$ cat config.mk
export PLATFORM = sky130hd
export DESIGN_NAME = pixel_bounding_box_trim_top
export DESIGN_NICKNAME = d
export VERILOG_FILES = /design/src/rtl/pbbt_pkg.sv /design/src/rtl/pbbt_cfg_regs.sv /design/src/rtl/pbbt_tracker.sv /design/src/rtl/pixel_bounding_box_trim_top.sv
export SDC_FILE = /design/constraint.sdc
export NUM_CORES = 1
export LEC_CHECK = 0
export BUFFER_PORTS_ARGS = -buffer_cell sky130_fd_sc_hd__buf_2
export CELL_PAD_IN_SITES_DETAIL_PLACEMENT = 1
export CELL_PAD_IN_SITES_GLOBAL_PLACEMENT = 2
export CORE_MARGIN = 1.5
export CORE_UTILIZATION = 30
export DETAILED_ROUTE_END_ITERATION = 7
export GPL_ROUTABILITY_DRIVEN = 0
export PLACE_DENSITY = 0.64
export SYNTH_ARGS = -nofsm -noshare
export SYNTH_HDL_FRONTEND = slang
export SYNTH_HIERARCHICAL = 1
export SYNTH_SLANG_ARGS = --single-unit
$ cat constraint.sdc
create_clock -name clk -period 12 [get_ports clk]
set_input_delay 0.6 -clock clk [delete_from_list [all_inputs] [get_ports clk]]
set_output_delay 0.6 -clock clk [all_outputs]
set_load 0.02 [all_outputs]
$ cat src/rtl/pbbt_pkg.sv
// Shared types and constants for the pixel bounding-box trim block.
// Used by pbbt_cfg_regs, pbbt_tracker and pixel_bounding_box_trim_top.
package pbbt_pkg;

  localparam int DEF_MAX_DIM = 4096;
  localparam int DIM_REG_W   = 13;
  localparam int COORD_W     = 12;
  localparam int CFG_IDX_W   = 3;
  localparam int CFG_DATA_W  = 32;

  // Register indexes on the configuration port
  localparam logic [CFG_IDX_W-1:0] REG_FRAME_WIDTH  = 3'd0;
  localparam logic [CFG_IDX_W-1:0] REG_FRAME_HEIGHT = 3'd1;
  localparam logic [CFG_IDX_W-1:0] REG_SIDE_MASK    = 3'd2;
  localparam logic [CFG_IDX_W-1:0] REG_MATCH_MODE   = 3'd3;
  localparam logic [CFG_IDX_W-1:0] REG_KEY_COLOR    = 3'd4;

  // Bits of side_mask
  localparam int SIDE_LEFT   = 0;
  localparam int SIDE_TOP    = 1;
  localparam int SIDE_RIGHT  = 2;
  localparam int SIDE_BOTTOM = 3;

  // match_mode codes
  localparam logic MODE_ALPHA = 1'b0;
  localparam logic MODE_KEY   = 1'b1;

  localparam logic [DIM_REG_W-1:0] RST_FRAME_WIDTH  = 13'd1;
  localparam logic [DIM_REG_W-1:0] RST_FRAME_HEIGHT = 13'd1;
  localparam logic [3:0]           RST_SIDE_MASK    = 4'hF;
  localparam logic                 RST_MATCH_MODE   = MODE_ALPHA;
  localparam logic [31:0]          RST_KEY_COLOR    = 32'h0;

  typedef struct packed {
    logic [7:0] red;
    logic [7:0] green;
    logic [7:0] blue;
    logic [7:0] alpha;
  } pixel_t;

  typedef struct packed {
    logic [COORD_W-1:0] left_col;
    logic [COORD_W-1:0] top_row;
    logic [COORD_W-1:0] right_col;
    logic [COORD_W-1:0] bottom_row;
    logic               empty_frame;
    logic               no_trim;
  } box_t;

  // Match and trim controls handed from the register file to the tracker
  typedef struct packed {
    logic [3:0]  side_mask;
    logic        match_mode;
    logic [31:0] key_color;
  } match_cfg_t;

endpackage

$ cat src/rtl/pbbt_cfg_regs.sv
// Configuration register file for the bounding-box trim block.
// Holds frame size and match controls; derives the clamped last column and row.
module pbbt_cfg_regs
  import pbbt_pkg::*;
#(
  parameter int MAX_DIM = DEF_MAX_DIM,
  localparam int CW = $clog2(MAX_DIM)
) (
  input  logic                  clk,
  input  logic                  rst,
  input  logic                  cfg_valid,
  input  logic [CFG_IDX_W-1:0]  cfg_index,
  input  logic [CFG_DATA_W-1:0] cfg_data,
  output logic [CW-1:0]         last_col,
  output logic [CW-1:0]         last_row,
  output match_cfg_t            match_cfg
);

  logic [DIM_REG_W-1:0] frame_width;
  logic [DIM_REG_W-1:0] frame_height;
  logic [3:0]           side_mask;
  logic                 match_mode;
  logic [31:0]          key_color;

  // A size of zero acts as one, a size past MAX_DIM acts as MAX_DIM
  function automatic logic [CW-1:0] last_index(input logic [DIM_REG_W-1:0] v);
    logic [CW-1:0] r;
    if (v == '0) begin
      r = '0;
    end else if (32'(v) > 32'(MAX_DIM)) begin
      r = CW'(MAX_DIM - 1);
    end else begin
      r = CW'(v - 13'd1);
    end
    return r;
  endfunction

  always_ff @(posedge clk) begin
    if (rst) begin
      frame_width  <= RST_FRAME_WIDTH;
      frame_height <= RST_FRAME_HEIGHT;
      side_mask    <= RST_SIDE_MASK;
      match_mode   <= RST_MATCH_MODE;
      key_color    <= RST_KEY_COLOR;
    end else if (cfg_valid) begin
      unique case (cfg_index)
        REG_FRAME_WIDTH:  frame_width  <= cfg_data[DIM_REG_W-1:0];
        REG_FRAME_HEIGHT: frame_height <= cfg_data[DIM_REG_W-1:0];
        REG_SIDE_MASK:    side_mask    <= cfg_data[3:0];
        REG_MATCH_MODE:   match_mode   <= cfg_data[0];
        REG_KEY_COLOR:    key_color    <= cfg_data[31:0];
        default: ;
      endcase
    end
  end

  assign last_col             = last_index(frame_width);
  assign last_row             = last_index(frame_height);
  assign match_cfg.side_mask  = side_mask;
  assign match_cfg.match_mode = match_mode;
  assign match_cfg.key_color  = key_color;

endmodule

$ cat src/rtl/pbbt_tracker.sv
// Raster position and content extent tracker for the bounding-box trim block.
// Classifies one pixel per step, updates min/max extent and forms the frame result.
module pbbt_tracker
  import pbbt_pkg::*;
#(
  parameter int MAX_DIM = DEF_MAX_DIM,
  localparam int CW = $clog2(MAX_DIM)
) (
  input  logic       clk,
  input  logic       rst,
  input  logic       step,
  input  pixel_t     pix,
  input  logic [CW-1:0] last_col,
  input  logic [CW-1:0] last_row,
  input  match_cfg_t match_cfg,
  output logic       frame_end,
  output box_t       box
);

  logic [CW-1:0] column_count;
  logic [CW-1:0] row_count;
  logic [CW-1:0] min_column, min_column_next;
  logic [CW-1:0] min_row,    min_row_next;
  logic [CW-1:0] max_column, max_column_next;
  logic [CW-1:0] max_row,    max_row_next;
  logic          content_seen, content_seen_next;
  logic          content;
  logic          row_end;

  always_comb begin
    if (match_cfg.match_mode == MODE_KEY) begin
      content = {pix.red, pix.green, pix.blue, pix.alpha} != match_cfg.key_color;
    end else begin
      content = pix.alpha != 8'd0;
    end
  end

  // Extent including the current pixel; the result sees it too
  always_comb begin
    min_column_next   = min_column;
    max_column_next   = max_column;
    min_row_next      = min_row;
    max_row_next      = max_row;
    content_seen_next = content_seen;
    if (content) begin
      content_seen_next = 1'b1;
      if (!content_seen) begin
        min_column_next = column_count;
        max_column_next = column_count;
        min_row_next    = row_count;
        max_row_next    = row_count;
      end else begin
        if (column_count < min_column) min_column_next = column_count;
        if (column_count > max_column) max_column_next = column_count;
        if (row_count < min_row)       min_row_next    = row_count;
        if (row_count > max_row)       max_row_next    = row_count;
      end
    end
  end

  // Past-the-end positions after a size change also end the row or frame
  assign row_end   = column_count >= last_col;
  assign frame_end = row_end && (row_count >= last_row);

  always_comb begin
    box.left_col = (content_seen_next && match_cfg.side_mask[SIDE_LEFT])
                   ? COORD_W'(min_column_next) : '0;
    box.top_row  = (content_seen_next && match_cfg.side_mask[SIDE_TOP])
                   ? COORD_W'(min_row_next) : '0;
    box.right_col = (content_seen_next && match_cfg.side_mask[SIDE_RIGHT])
                    ? COORD_W'(max_column_next) : COORD_W'(last_col);
    box.bottom_row = (content_seen_next && match_cfg.side_mask[SIDE_BOTTOM])
                     ? COORD_W'(max_row_next) : COORD_W'(last_row);
    box.empty_frame = !content_seen_next;
    box.no_trim     = match_cfg.side_mask == 4'd0;
  end

  always_ff @(posedge clk) begin
    if (rst) begin
      column_count <= '0;
      row_count    <= '0;
      content_seen <= 1'b0;
    end else if (step) begin
      if (row_end) begin
        column_count <= '0;
        row_count    <= frame_end ? '0 : row_count + 1'b1;
      end else begin
        column_count <= column_count + 1'b1;
      end
      content_seen <= frame_end ? 1'b0 : content_seen_next;
    end
  end

  // Extent registers are only read while content_seen is set
  always_ff @(posedge clk) begin
    if (step) begin
      min_column <= min_column_next;
      max_column <= max_column_next;
      min_row    <= min_row_next;
      max_row    <= max_row_next;
    end
  end

endmodule

$ cat src/rtl/pixel_bounding_box_trim_top.sv
// Pixel bounding-box trim: takes RGBA pixels in raster order, one per clock, and
// on the last pixel of each frame delivers the trim rectangle of its content
// pixels (nonzero alpha, or not equal to the key color). Sustained rate is one
// pixel per clock; a pixel passes an input register and the extent update, and
// the frame result is registered into box as its last pixel leaves the input register.
// The only stall toward the source comes when a frame's last pixel meets a
// result still held in the output register. Configure only while idle.
module pixel_bounding_box_trim_top
  import pbbt_pkg::*;
#(
  parameter int MAX_DIM = DEF_MAX_DIM
) (
  input  logic                  clk,
  input  logic                  rst,
  input  logic                  pixel_valid,
  output logic                  pixel_stall,
  input  pixel_t                pixel,
  output logic                  box_valid,
  input  logic                  box_stall,
  output box_t                  box,
  input  logic                  cfg_valid,
  output logic                  cfg_ready,
  input  logic [CFG_IDX_W-1:0]  cfg_index,
  input  logic [CFG_DATA_W-1:0] cfg_data
);

  localparam int CW = $clog2(MAX_DIM);

  logic          pix_valid;
  pixel_t        pix;
  logic          step;
  logic          frame_end;
  logic          out_free;
  logic          pixel_take;
  box_t          box_next;
  logic [CW-1:0] last_col;
  logic [CW-1:0] last_row;
  match_cfg_t    match_cfg;

  assign cfg_ready = 1'b1;

  pbbt_cfg_regs #(.MAX_DIM(MAX_DIM)) u_cfg (
    .clk       (clk),
    .rst       (rst),
    .cfg_valid (cfg_valid && cfg_ready),
    .cfg_index (cfg_index),
    .cfg_data  (cfg_data),
    .last_col  (last_col),
    .last_row  (last_row),
    .match_cfg (match_cfg)
  );

  pbbt_tracker #(.MAX_DIM(MAX_DIM)) u_tracker (
    .clk       (clk),
    .rst       (rst),
    .step      (step),
    .pix       (pix),
    .last_col  (last_col),
    .last_row  (last_row),
    .match_cfg (match_cfg),
    .frame_end (frame_end),
    .box       (box_next)
  );

  // Only a frame-ending pixel needs room in the output register
  assign out_free    = !box_valid || !box_stall;
  assign step        = pix_valid && (!frame_end || out_free);
  assign pixel_stall = pix_valid && !step;
  assign pixel_take  = pixel_valid && !pixel_stall;

  always_ff @(posedge clk) begin
    if (rst) begin
      pix_valid <= 1'b0;
    end else if (pixel_take) begin
      pix_valid <= 1'b1;
    end else if (step) begin
      pix_valid <= 1'b0;
    end
  end

  always_ff @(posedge clk) begin
    if (pixel_take) begin
      pix <= pixel;
    end
  end

  always_ff @(posedge clk) begin
    if (rst) begin
      box_valid <= 1'b0;
    end else if (step && frame_end) begin
      box_valid <= 1'b1;
    end else if (!box_stall) begin
      box_valid <= 1'b0;
    end
  end

  always_ff @(posedge clk) begin
    if (step && frame_end) begin
      box <= box_next;
    end
  end

`ifndef SYNTH
  // A frame result always lands in the output register
  a_result_lands: assert property (@(posedge clk) disable iff (rst)
    step && frame_end |=> box_valid)
    else $error("frame result not presented");

  // Never overwrite a result that is still held
  a_no_overwrite: assert property (@(posedge clk) disable iff (rst)
    !(step && frame_end && box_valid && box_stall))
    else $error("pending result overwritten");

  // A held pixel stays in the input register
  a_pixel_held: assert property (@(posedge clk) disable iff (rst)
    pix_valid && !step |=> pix_valid && $stable(pix))
    else $error("held pixel lost");
`endif

endmodule

* Word level (Yosys, flattened, before mapping)
Index checks and enable logic that the tools add are counted.
Operators by class: equality and inequality tests 6, $add $sub $neg 4, $lt $le $gt $ge 8, reductions and logical operators 29, multiplexer cells 27
Operator list (number):
- 12-bit two-way mux | 20
- 32-bit inequality test | 1
- 13-bit > comparator (second input constant) | 2
- 13-bit logical NOT | 2
- 12-bit by 1-bit adder with 12-bit output (second input constant) | 2
- 12-bit >= comparator | 2
- 12-bit > comparator | 2
- 12-bit < comparator | 2
- 12-bit by 1-bit subtractor with 12-bit output (second input constant) | 2
- 2-bit AND reduction | 6
- 1-bit logical AND | 9
- 8-bit nonzero test | 1
- 1-bit two-way mux | 7
- 3-bit by 2-bit == test with 1-bit output (second input constant) | 2
- 1-bit logical NOT | 6
- 4-bit logical NOT | 1
- 3-bit by 1-bit == test with 1-bit output (second input constant) | 1
- 3-bit == test (second input constant) | 1
- 3-bit logical NOT | 1
- 1-bit logical OR | 2
- 2-bit by 1-bit inequality test with 1-bit output (second input constant) | 1
- 2-bit nonzero test | 1
Word-level totals: bits of input ports 72, register bits 220, output and inout bits 53

* Logic depth before layout (Yosys ltp)
Gate-level depths: netlist (run 1).
word-level depth 13, gate-level depth with buffers 22

* Modules after synthesis
The synthesis (run 1) kept the hierarchy.
By module, submodules not included:
- pbbt_tracker | area an instance 6004.5 um^2, cells each 593, times used 1
- pbbt_cfg_regs | area an instance 3065.4 um^2, cells each 407, times used 1
- pixel_bounding_box_trim_top | area an instance 2566.2 um^2, cells each 97, times used 1

* Worst setup path before layout (run 1)
Ideal clock, no wire load.
path type register to register, from reg u_cfg.frame_height[0], to reg u_tracker.row_count[8], arrival 6.934 ns, data required time 11.927 ns, setup time 0.073 ns, cell stages (with the launch flop) 21, setup slack 4.993 ns, period minus slack after synthesis 7.007 ns, buffers on the path 2, path through dfxtp_1 > inv_1 > ha_1 > nor3b_2 > nand4_1 > o21ai_0 > o21ai_0 > ha_1 > nand2b_1 > a21o_1 > a21o_1 > a21o_1 > a21oi_1 > nor2_1 > a31oi_1 > clkbuf_1 > and2_1 > a21oi_1 > buf_2 > or4_1 > a21oi_1
On the way: longest elaborated chain between the ends 9
RTL lines:
- start, declared | RTL line pbbt_cfg_regs.sv:20 | logic [DIM_REG_W-1:0] frame_height;
- start signal, assigned | RTL line pbbt_cfg_regs.sv:48 | REG_FRAME_HEIGHT: frame_height <= cfg_data[DIM_REG_W-1:0];
- 12-bit by 1-bit subtractor with 12-bit output / 13-bit > comparator (equally long branches) | RTL line pbbt_cfg_regs.sv:33, pbbt_cfg_regs.sv:30
- 12-bit two-way mux | RTL line pbbt_cfg_regs.sv:30 | end else if (32'(v) > 32'(MAX_DIM)) begin
- 12-bit two-way mux (*) | RTL line pbbt_cfg_regs.sv:28 | if (v == '0) begin
- via last_row[0] | RTL line pixel_bounding_box_trim_top.sv:37 | logic [CW-1:0] last_row;
- 12-bit >= comparator (*) | RTL line pbbt_tracker.sv:63 | assign frame_end = row_end && (row_count >= last_row);
- 1-bit logical AND (*) | RTL line pbbt_tracker.sv:63
- via frame_end | RTL line pixel_bounding_box_trim_top.sv:32 | logic frame_end;
- 1-bit logical NOT (*) | RTL line pixel_bounding_box_trim_top.sv:67 | assign step = pix_valid && (!frame_end || out_free);
- 1-bit logical OR (*) | RTL line pixel_bounding_box_trim_top.sv:67
- 1-bit logical AND (*) | RTL line pixel_bounding_box_trim_top.sv:67
- via step | RTL line pixel_bounding_box_trim_top.sv:31 | logic step;
- 2-bit AND reduction (no line) (*)
- end signal, assigned | RTL line pbbt_tracker.sv:86 | row_count <= frame_end ? '0 : row_count + 1'b1;
- end, declared | RTL line pbbt_tracker.sv:21 | logic [CW-1:0] row_count;
The timed path passes the listed nets; every way through them passes the cells marked *. A chain may end at the register's enable or synchronous reset.

* Final worst setup path (run 1)
from reg u_cfg.frame_height[2], to reg u_tracker.content_seen
On the way: longest elaborated chain between the ends 8
RTL lines:
- 12-bit by 1-bit subtractor with 12-bit output / 13-bit > comparator (equally long branches) | RTL line pbbt_cfg_regs.sv:33, pbbt_cfg_regs.sv:30
- 12-bit two-way mux | RTL line pbbt_cfg_regs.sv:30
- 12-bit two-way mux (*) | RTL line pbbt_cfg_regs.sv:28
- via last_row[9] | RTL line pixel_bounding_box_trim_top.sv:37
- 12-bit >= comparator (*) | RTL line pbbt_tracker.sv:63
- 1-bit logical AND (*) | RTL line pbbt_tracker.sv:63
- via frame_end | RTL line pixel_bounding_box_trim_top.sv:32
- 1-bit logical NOT (*) | RTL line pixel_bounding_box_trim_top.sv:67
- 1-bit logical OR (*) | RTL line pixel_bounding_box_trim_top.sv:67
- 1-bit logical AND (*) | RTL line pixel_bounding_box_trim_top.sv:67
- via step | RTL line pixel_bounding_box_trim_top.sv:31
- end signal, assigned | RTL line pbbt_tracker.sv:90 | content_seen <= frame_end ? 1'b0 : content_seen_next;
- end, declared | RTL line pbbt_tracker.sv:26 | logic content_seen, content_seen_next;
Marked as above.

==> run_results.csv, run 1 <==
group,metric,value,unit
power_and_ir_drop,power,1.82,mW
yosys,syn_inst,1097,
final_layout,fin_nets,1362,
detailed_routing,drc,0,
job,cap_violations,0,
floorplan,io_pins,125,
critical_path,worstSetupPathType,"reg2reg",
timing,worst_pin_slew,1.05,ns
cts,cts.repair.resized,0,
final_layout,layout_common_cells,"nand2_1 (153), edfxtp_1 (130), buf_2 (123)",
yosys,avgSynthCellArea,10.6,um2
floorplan,row_count,71,
power_and_ir_drop,p_leak,5.42,nW
timing,fin_crit_sh,48.3,%
cts,cts_tree,"yes",
place,dpl_cell_area,12700,um2
outcome,status,"completed",
global_route,antenna_found_initial,5,
yosys,yosysTopAreaCellShare,33.5,%
timing,setup_viol,0,
timing,final.setup_skew,0.0207,ns
timing,fin_tns_setup,0,ns
min_path,hp-class,"in2reg",
final_layout,nFillCells,4274,
cts,clock_sinks,220,
floorplan,initial_core_util,30.7,%
yosys,synth_cell_type_count,65,
detailed_routing,via_count,8434,
critical_path,critPathRequiredTime,12.41,ns
final_layout,stdcell_area,13600,um2
yosys,ys_warn_count,6,
detailed_routing,top_layer,"met5",
detailed_routing,drt_iter0_drc,283,
yosys,syn_nets,1245,
timing,slew_violations,0,
cts,clkTransAtPathRegs,0.06,ns
detailed_routing,route.detailed.wl_per_inst,17.5,um
critical_path,cp_num_buf_inv,3,
critical_path,slowest_stage,"nor4_1",
cts,h-tree-depth,1,
detailed_routing,met2_length,14100,um
critical_path,arrival,6.21,ns
yosys,synth_seq_area_share,49.0,%
detailed_routing,wl_met3,1400,um
place,dp_hpwl,22300,um
global_route,grt_max_degree,67,
critical_path,crit_family,"compound AO/OA/AOI/OAI gates",
final_layout,final_util,35.9,%
critical_path,start_kind,"flip-flop",
timing,rsz0062_at_grt,"false",
detailed_routing,wl_met1,14500,um
yosys,synth_ff_type,"edfxtp_1",
critical_path,worstPathMaxFanout,56,
cts,cts_hold_buf,0,
final_layout,seq_area,5710,um2
cts,cts_buffer_depth,3,
global_route,gr-total-overflow,0,
final_layout,final_common_cell,"nand2_1",
yosys,netlist_area,11600,um2
detailed_routing,first_pass_iters,7,
critical_path,slowest_delay,0.88,ns
floorplan,dieArea,40000,um2
global_route,grt_pass1_vias,8681,
timing,hold_slack,0.216,ns
critical_path,end_kind,"flip-flop",
yosys,yosysTopAreaCell,"edfxtp_1",
power_and_ir_drop,powerDensity,133,nW/um2
critical_path,crit_chain,"nor4_1 > o21ai_0 > a21oi_1 > inv_1 > ha_1 > a21o_1 > a21o_1 > a21oi_1 > o21ai_0 > a21oi_1 > nor2_1 > a31oi_4 > buf_4 > and2_1 > a21oi_1 > buf_4 > o21bai_1 > nor2_1",
cts,clk_root_buffer_cell,"clkbuf_16",
floorplan,core,37900,um2
cts,numCtsBuffers,28,
detailed_routing,ant_nets,0,
floorplan,fp.dieW,200,um
power_and_ir_drop,peakVddDrop,0.0863,mV
critical_path,cpMostUsedCell,"a21oi_1",
global_route,grt_usage,15.7,%
yosys,synth_edf_count,130,
final_layout,layout-drive-gt1-share,20.8,%
timing,final_hold_viol_count,0,
cts,clock_latency,0.56,ns
global_route,grt_pass1_wl,48800,um
cts,post_cts_buffers,0,
timing,relSlewSlack,29.5,%
timing,fin_crit,5.79,ns
yosys,synth_seq_cells,220,
final_layout,multi_input_area,5370,um2
detailed_routing,routed_wl,30600,um
yosys,synth.area.top_cells,"edfxtp_1 (34%), dfxtp_1 (15%), ha_1 (8.2%)",
yosys,async_reset_ff_share,0,%
place,portBuffers,123,
timing,max_clock_freq,173,MHz
final_layout,syn_to_final_growth,17.1,%
detailed_routing,vias_per_cell,4.83,
floorplan,die-height,200,um
[report_power, final]
group / internal [mW] / switching [mW] / total, mW
combinational: 0.0595 / 0.0930 / 0.153
sequential: 0.828 / 0.0177 / 0.845
clock: 0.489 / 0.332 / 0.821
total: 1.38 / 0.442 / 1.82
[final cells by class]
cell class	count	share of cell area [%]
Antenna cell	1	0.0184
Clock buffer	38	5.65
Clock inverter	13	0.863
Inverter	91	2.51
Multi-Input combinational cell	742	39.4
Sequential cell	220	41.9
Tap cell	511	4.69
Timing Repair Buffer	131	4.96
[final timing paths]
path / endpoint / depth (start not counted) / slack [ns] / startpoint
worst min register to register: u_cfg/key_color[29]$_SDFFE_PP0P_ / 2 / 0.47 / u_cfg/key_color[29]$_SDFFE_PP0P_
worst max-delay path: u_tracker/content_seen$_SDFFE_PP0P_ / 18 / 6.21 / u_cfg/frame_height[2]$_SDFFE_PP0P_
worst min-delay path: pix[20]$_DFFE_PP_ / 1 / 0.22 / pixel[20]
worst max register to register: u_tracker/content_seen$_SDFFE_PP0P_ / 18 / 6.21 / u_cfg/frame_height[2]$_SDFFE_PP0P_
[metal layers]
layer | track usage, % | up-vias
li1 | - | 4175
met1 | 20.8 | 4057
met2 | 26.3 | 150
met3 | 2.97 | 44
met4 | 3.93 | 8
met5 | 0 | -
[registers in the layout, indices dropped and copies added (netlist names)]
signal                  cells
u_tracker/content_seen      1
u_cfg/frame_width          13
u_cfg/side_mask             4
u_tracker/max_row          12
box_valid                   1
u_tracker/min_row          12
u_cfg/key_color            32
u_tracker/column_count     12
box                        50
u_cfg/frame_height         13
u_tracker/max_column       12
pix_valid                   1
pix                        32
u_cfg/match_mode            1
u_tracker/row_count        12
u_tracker/min_column       12
[stage by stage]
step | std cells | setup slack (ns)
2_1_floorplan | 1097 | 4.99
3_3_place_gp | 1695 | 6.25
3_5_place_dp | 1695 | 6.11
4_1_cts | 1746 | 6.10
5_1_grt | 1746 | 5.60
6_report | 1747 | 6.21
[cell usage after synthesis, types with 3 or more instances]
library cell,instances
a211o_1,4
a211oi_1,6
a21o_1,22
a21oi_1,101
a311oi_1,4
a31oi_1,5
a32o_1,12
and2_1,3
and3_1,5
buf_2,11
buf_6,3
clkbuf_1,26
dfxtp_1,90
edfxtp_1,130
ha_1,76
inv_1,91
maj3_1,4
mux2_2,48
mux2_4,20
mux2i_1,11
nand2_1,153
nand2b_1,9
nand3_1,17
nand3b_1,5
nand4_1,24
nand4b_1,3
nor2_1,43
nor2b_1,21
nor3_1,8
nor3b_2,4
nor4_1,5
nor4_4,3
o211ai_1,5
o21ai_0,21
o21ai_1,3
o31ai_1,9
or4_1,9
xnor2_1,32
xor2_1,12
[cells by family (layout without fill, tap and decap cells)]
kind of cell	count (synthesis)	count (layout)	share of synthesized area (%)
other	1	2	0.0322
multiplexers	79	79	8.17
adder cells (fa/ha/maj)	80	80	8.52
buffers and inverters	135	273	5.01
AO/OA/AOI/OAI	212	212	11.7
XOR/XNOR	44	44	3.31
flip-flops	220	220	49.0
AND/OR/NAND/NOR	326	326	14.2
(Power assumes the default switching activity.)
==> run 2: changes to the inputs <==
Settings changed: PLACE_DENSITY 0.64 to 0.66.
Clock period 12 ns to 5.1 ns, I/O delays scaled along.
==> run_results.csv, run 2 (same netlist as run 1, synthesis figures left out) <==
group,metric,value,unit
timing,rsz0062_at_grt,"false",
detailed_routing,drt_iter0_drc,301,
timing,final.setup_skew,0.0224,ns
floorplan,io_pins,125,
final_layout,top_regs,"box x50, pix x32, u_cfg/key_color x32",
global_route,grt_pass1_wl,50100,um
timing,slew_violations,0,
place,dpl_cell_area,12800,um2
job,cap_violations,0,
power_and_ir_drop,powerDensity,304,nW/um2
power_and_ir_drop,p_leak,5.75,nW
global_route,grt_util_met3,3.11,%
cts,cts_buffer_depth,3,
critical_path,worstSetupPathType,"reg2reg",
timing,fin_crit_sh,91.8,%
timing,fin_crit,4.68,ns
timing,relSlewSlack,21.2,%
global_route,gr-max-usage-layer,"met2",
min_path,whs_path_depth,3,
floorplan,die-height,200,um
detailed_routing,vias_per_cell,4.83,
floorplan,core,37900,um2
final_layout,fin_nets,1434,
critical_path,start_kind,"flip-flop",
critical_path,critPathRequiredTime,5.58,ns
critical_path,worstPathMaxFanout,22,
global_route,grt.met1_usage,21.2,%
critical_path,end_kind,"flip-flop",
outcome,status,"completed",
critical_path,startpoint,"u_cfg/frame_height[0]$_SDFFE_PP1P_",
global_route,grt_max_degree,67,
global_route,grt_pass1_vias,9113,
final_layout,largest_reg_flops,50,
detailed_routing,ant_nets,0,
global_route,grt_use_met2,27.1,%
cts,clkTransAtPathRegs,0.06,ns
global_route,grt_usage,16.1,%
timing,final_hold_viol_count,0,
cts,h-tree-depth,1,
floorplan,dieArea,40000,um2
final_layout,syn_to_final_growth,23.4,%
floorplan,initial_core_util,30.7,%
cts,clk_root_buffer_cell,"clkbuf_16",
min_path,hp-class,"in2reg",
cts,numCtsBuffers,28,
power_and_ir_drop,peakVddDrop,0.233,mV
global_route,antenna_found_initial,2,
timing,setup_viol,0,
timing,max_clock_freq,214,MHz
final_layout,final_common_cell,"nand2_1",
power_and_ir_drop,power,4.36,mW
cts,clock_latency,0.56,ns
final_layout,layout_common_cells,"nand2_1 (153), edfxtp_1 (130), buf_2 (123)",
cts,cts.repair.resized,0,
place,dp_hpwl,22800,um
detailed_routing,drc,0,
floorplan,row_count,71,
timing,fin_tns_setup,0,ns
final_layout,largest-register,"box",
final_layout,layout-drive-gt1-share,21.0,%
critical_path,rr_worst_depth,19,
detailed_routing,via_count,8786,
min_path,holdCritStartpoint,"cfg_data[11]",
critical_path,regToRegStartpoint,"u_cfg/frame_height[0]$_SDFFE_PP1P_",
place,portBuffers,123,
detailed_routing,route.detailed.wl_per_inst,17.4,um
critical_path,arrival,5.17,ns
global_route,gr-total-overflow,0,
detailed_routing,first_pass_iters,6,
final_layout,stdcell_area,14400,um2
cts,clock_sinks,220,
cts,cts_tree,"yes",
detailed_routing,routed_wl,31600,um
timing,worst_pin_slew,1.18,ns
floorplan,fp.dieW,200,um
==> run 2: repair_timing <==
item	in CTS	in global routing
hold buffers	61	0
hold endpoints to repair	72	0
setup buffers	0	4
endpoints found under the setup margin	0	7
==> run 2: where the power goes <==
group	leakage [nW]	switching, mW	internal, mW
clock	0.449	0.777	1.18
sequential	1.95	0.0417	1.95
combinational	3.36	0.232	0.185
==> run 2: cell type report <==
type                            instances  area (um2)
Sequential cell                       220        5710
Tap cell                              511         639
Multi-Input combinational cell        742        5380
Clock buffer                           43         838
Antenna cell                            1        2.50
Fill cell                            4268       23600
Timing Repair Buffer                  203        1370
Clock inverter                          9        81.3
Inverter                               91         342
==> run 2: layer usage <==
layer	vias up	wire length (um)	share of wire, %
met2	150	14800	47
met5	-	23	0.073
met3	43	1340	4.2
met1	4267	14800	47
li1	4322	-	-
met4	4	641	2.0
==> run 2: worst paths after layout <==
| check | to | slack [ns] |
|---|---|---|
| max | u_tracker/row_count[7]$_SDFFE_PP0P_ | 0.42 |
| min | u_cfg/frame_height[11]$_SDFFE_PP0P_ | 0.03 |
| max reg2reg | u_tracker/row_count[7]$_SDFFE_PP0P_ | 0.42 |
| min reg2reg | u_cfg/key_color[25]$_SDFFE_PP0P_ | 0.46 |
==> run 2: metrics by stage <==
step	hold slack, ns	std cells	utilization, %	setup WS, ns
finish	0.0265	1820	37.8	0.418
floorplan	0.324	1097	-	0.00606
detailed placement	0.433	1702	33.7	0.347
global placement	0.433	1702	33.7	0.482
CTS	0.000781	1815	37.8	0.326
global route	0.0185	1819	37.8	0.0829
==> run 2: critical path: stages, from the launching register on <==
cell     delay, ns
dfxtp_1       0.34
inv_1         0.14
ha_1          0.15
nor3b_2       0.35
nand4_1       0.33
maj3_1        0.45
inv_1         0.07
ha_1          0.24
a21o_1        0.19
a21o_1        0.17
a21oi_1       0.14
o21ai_0       0.14
a21oi_2       0.27
nor2_1        0.17
a31oi_4       0.31
and2_1        0.20
a21oi_1       0.07
buf_4         0.22
or4_1         0.51
a21oi_1       0.15
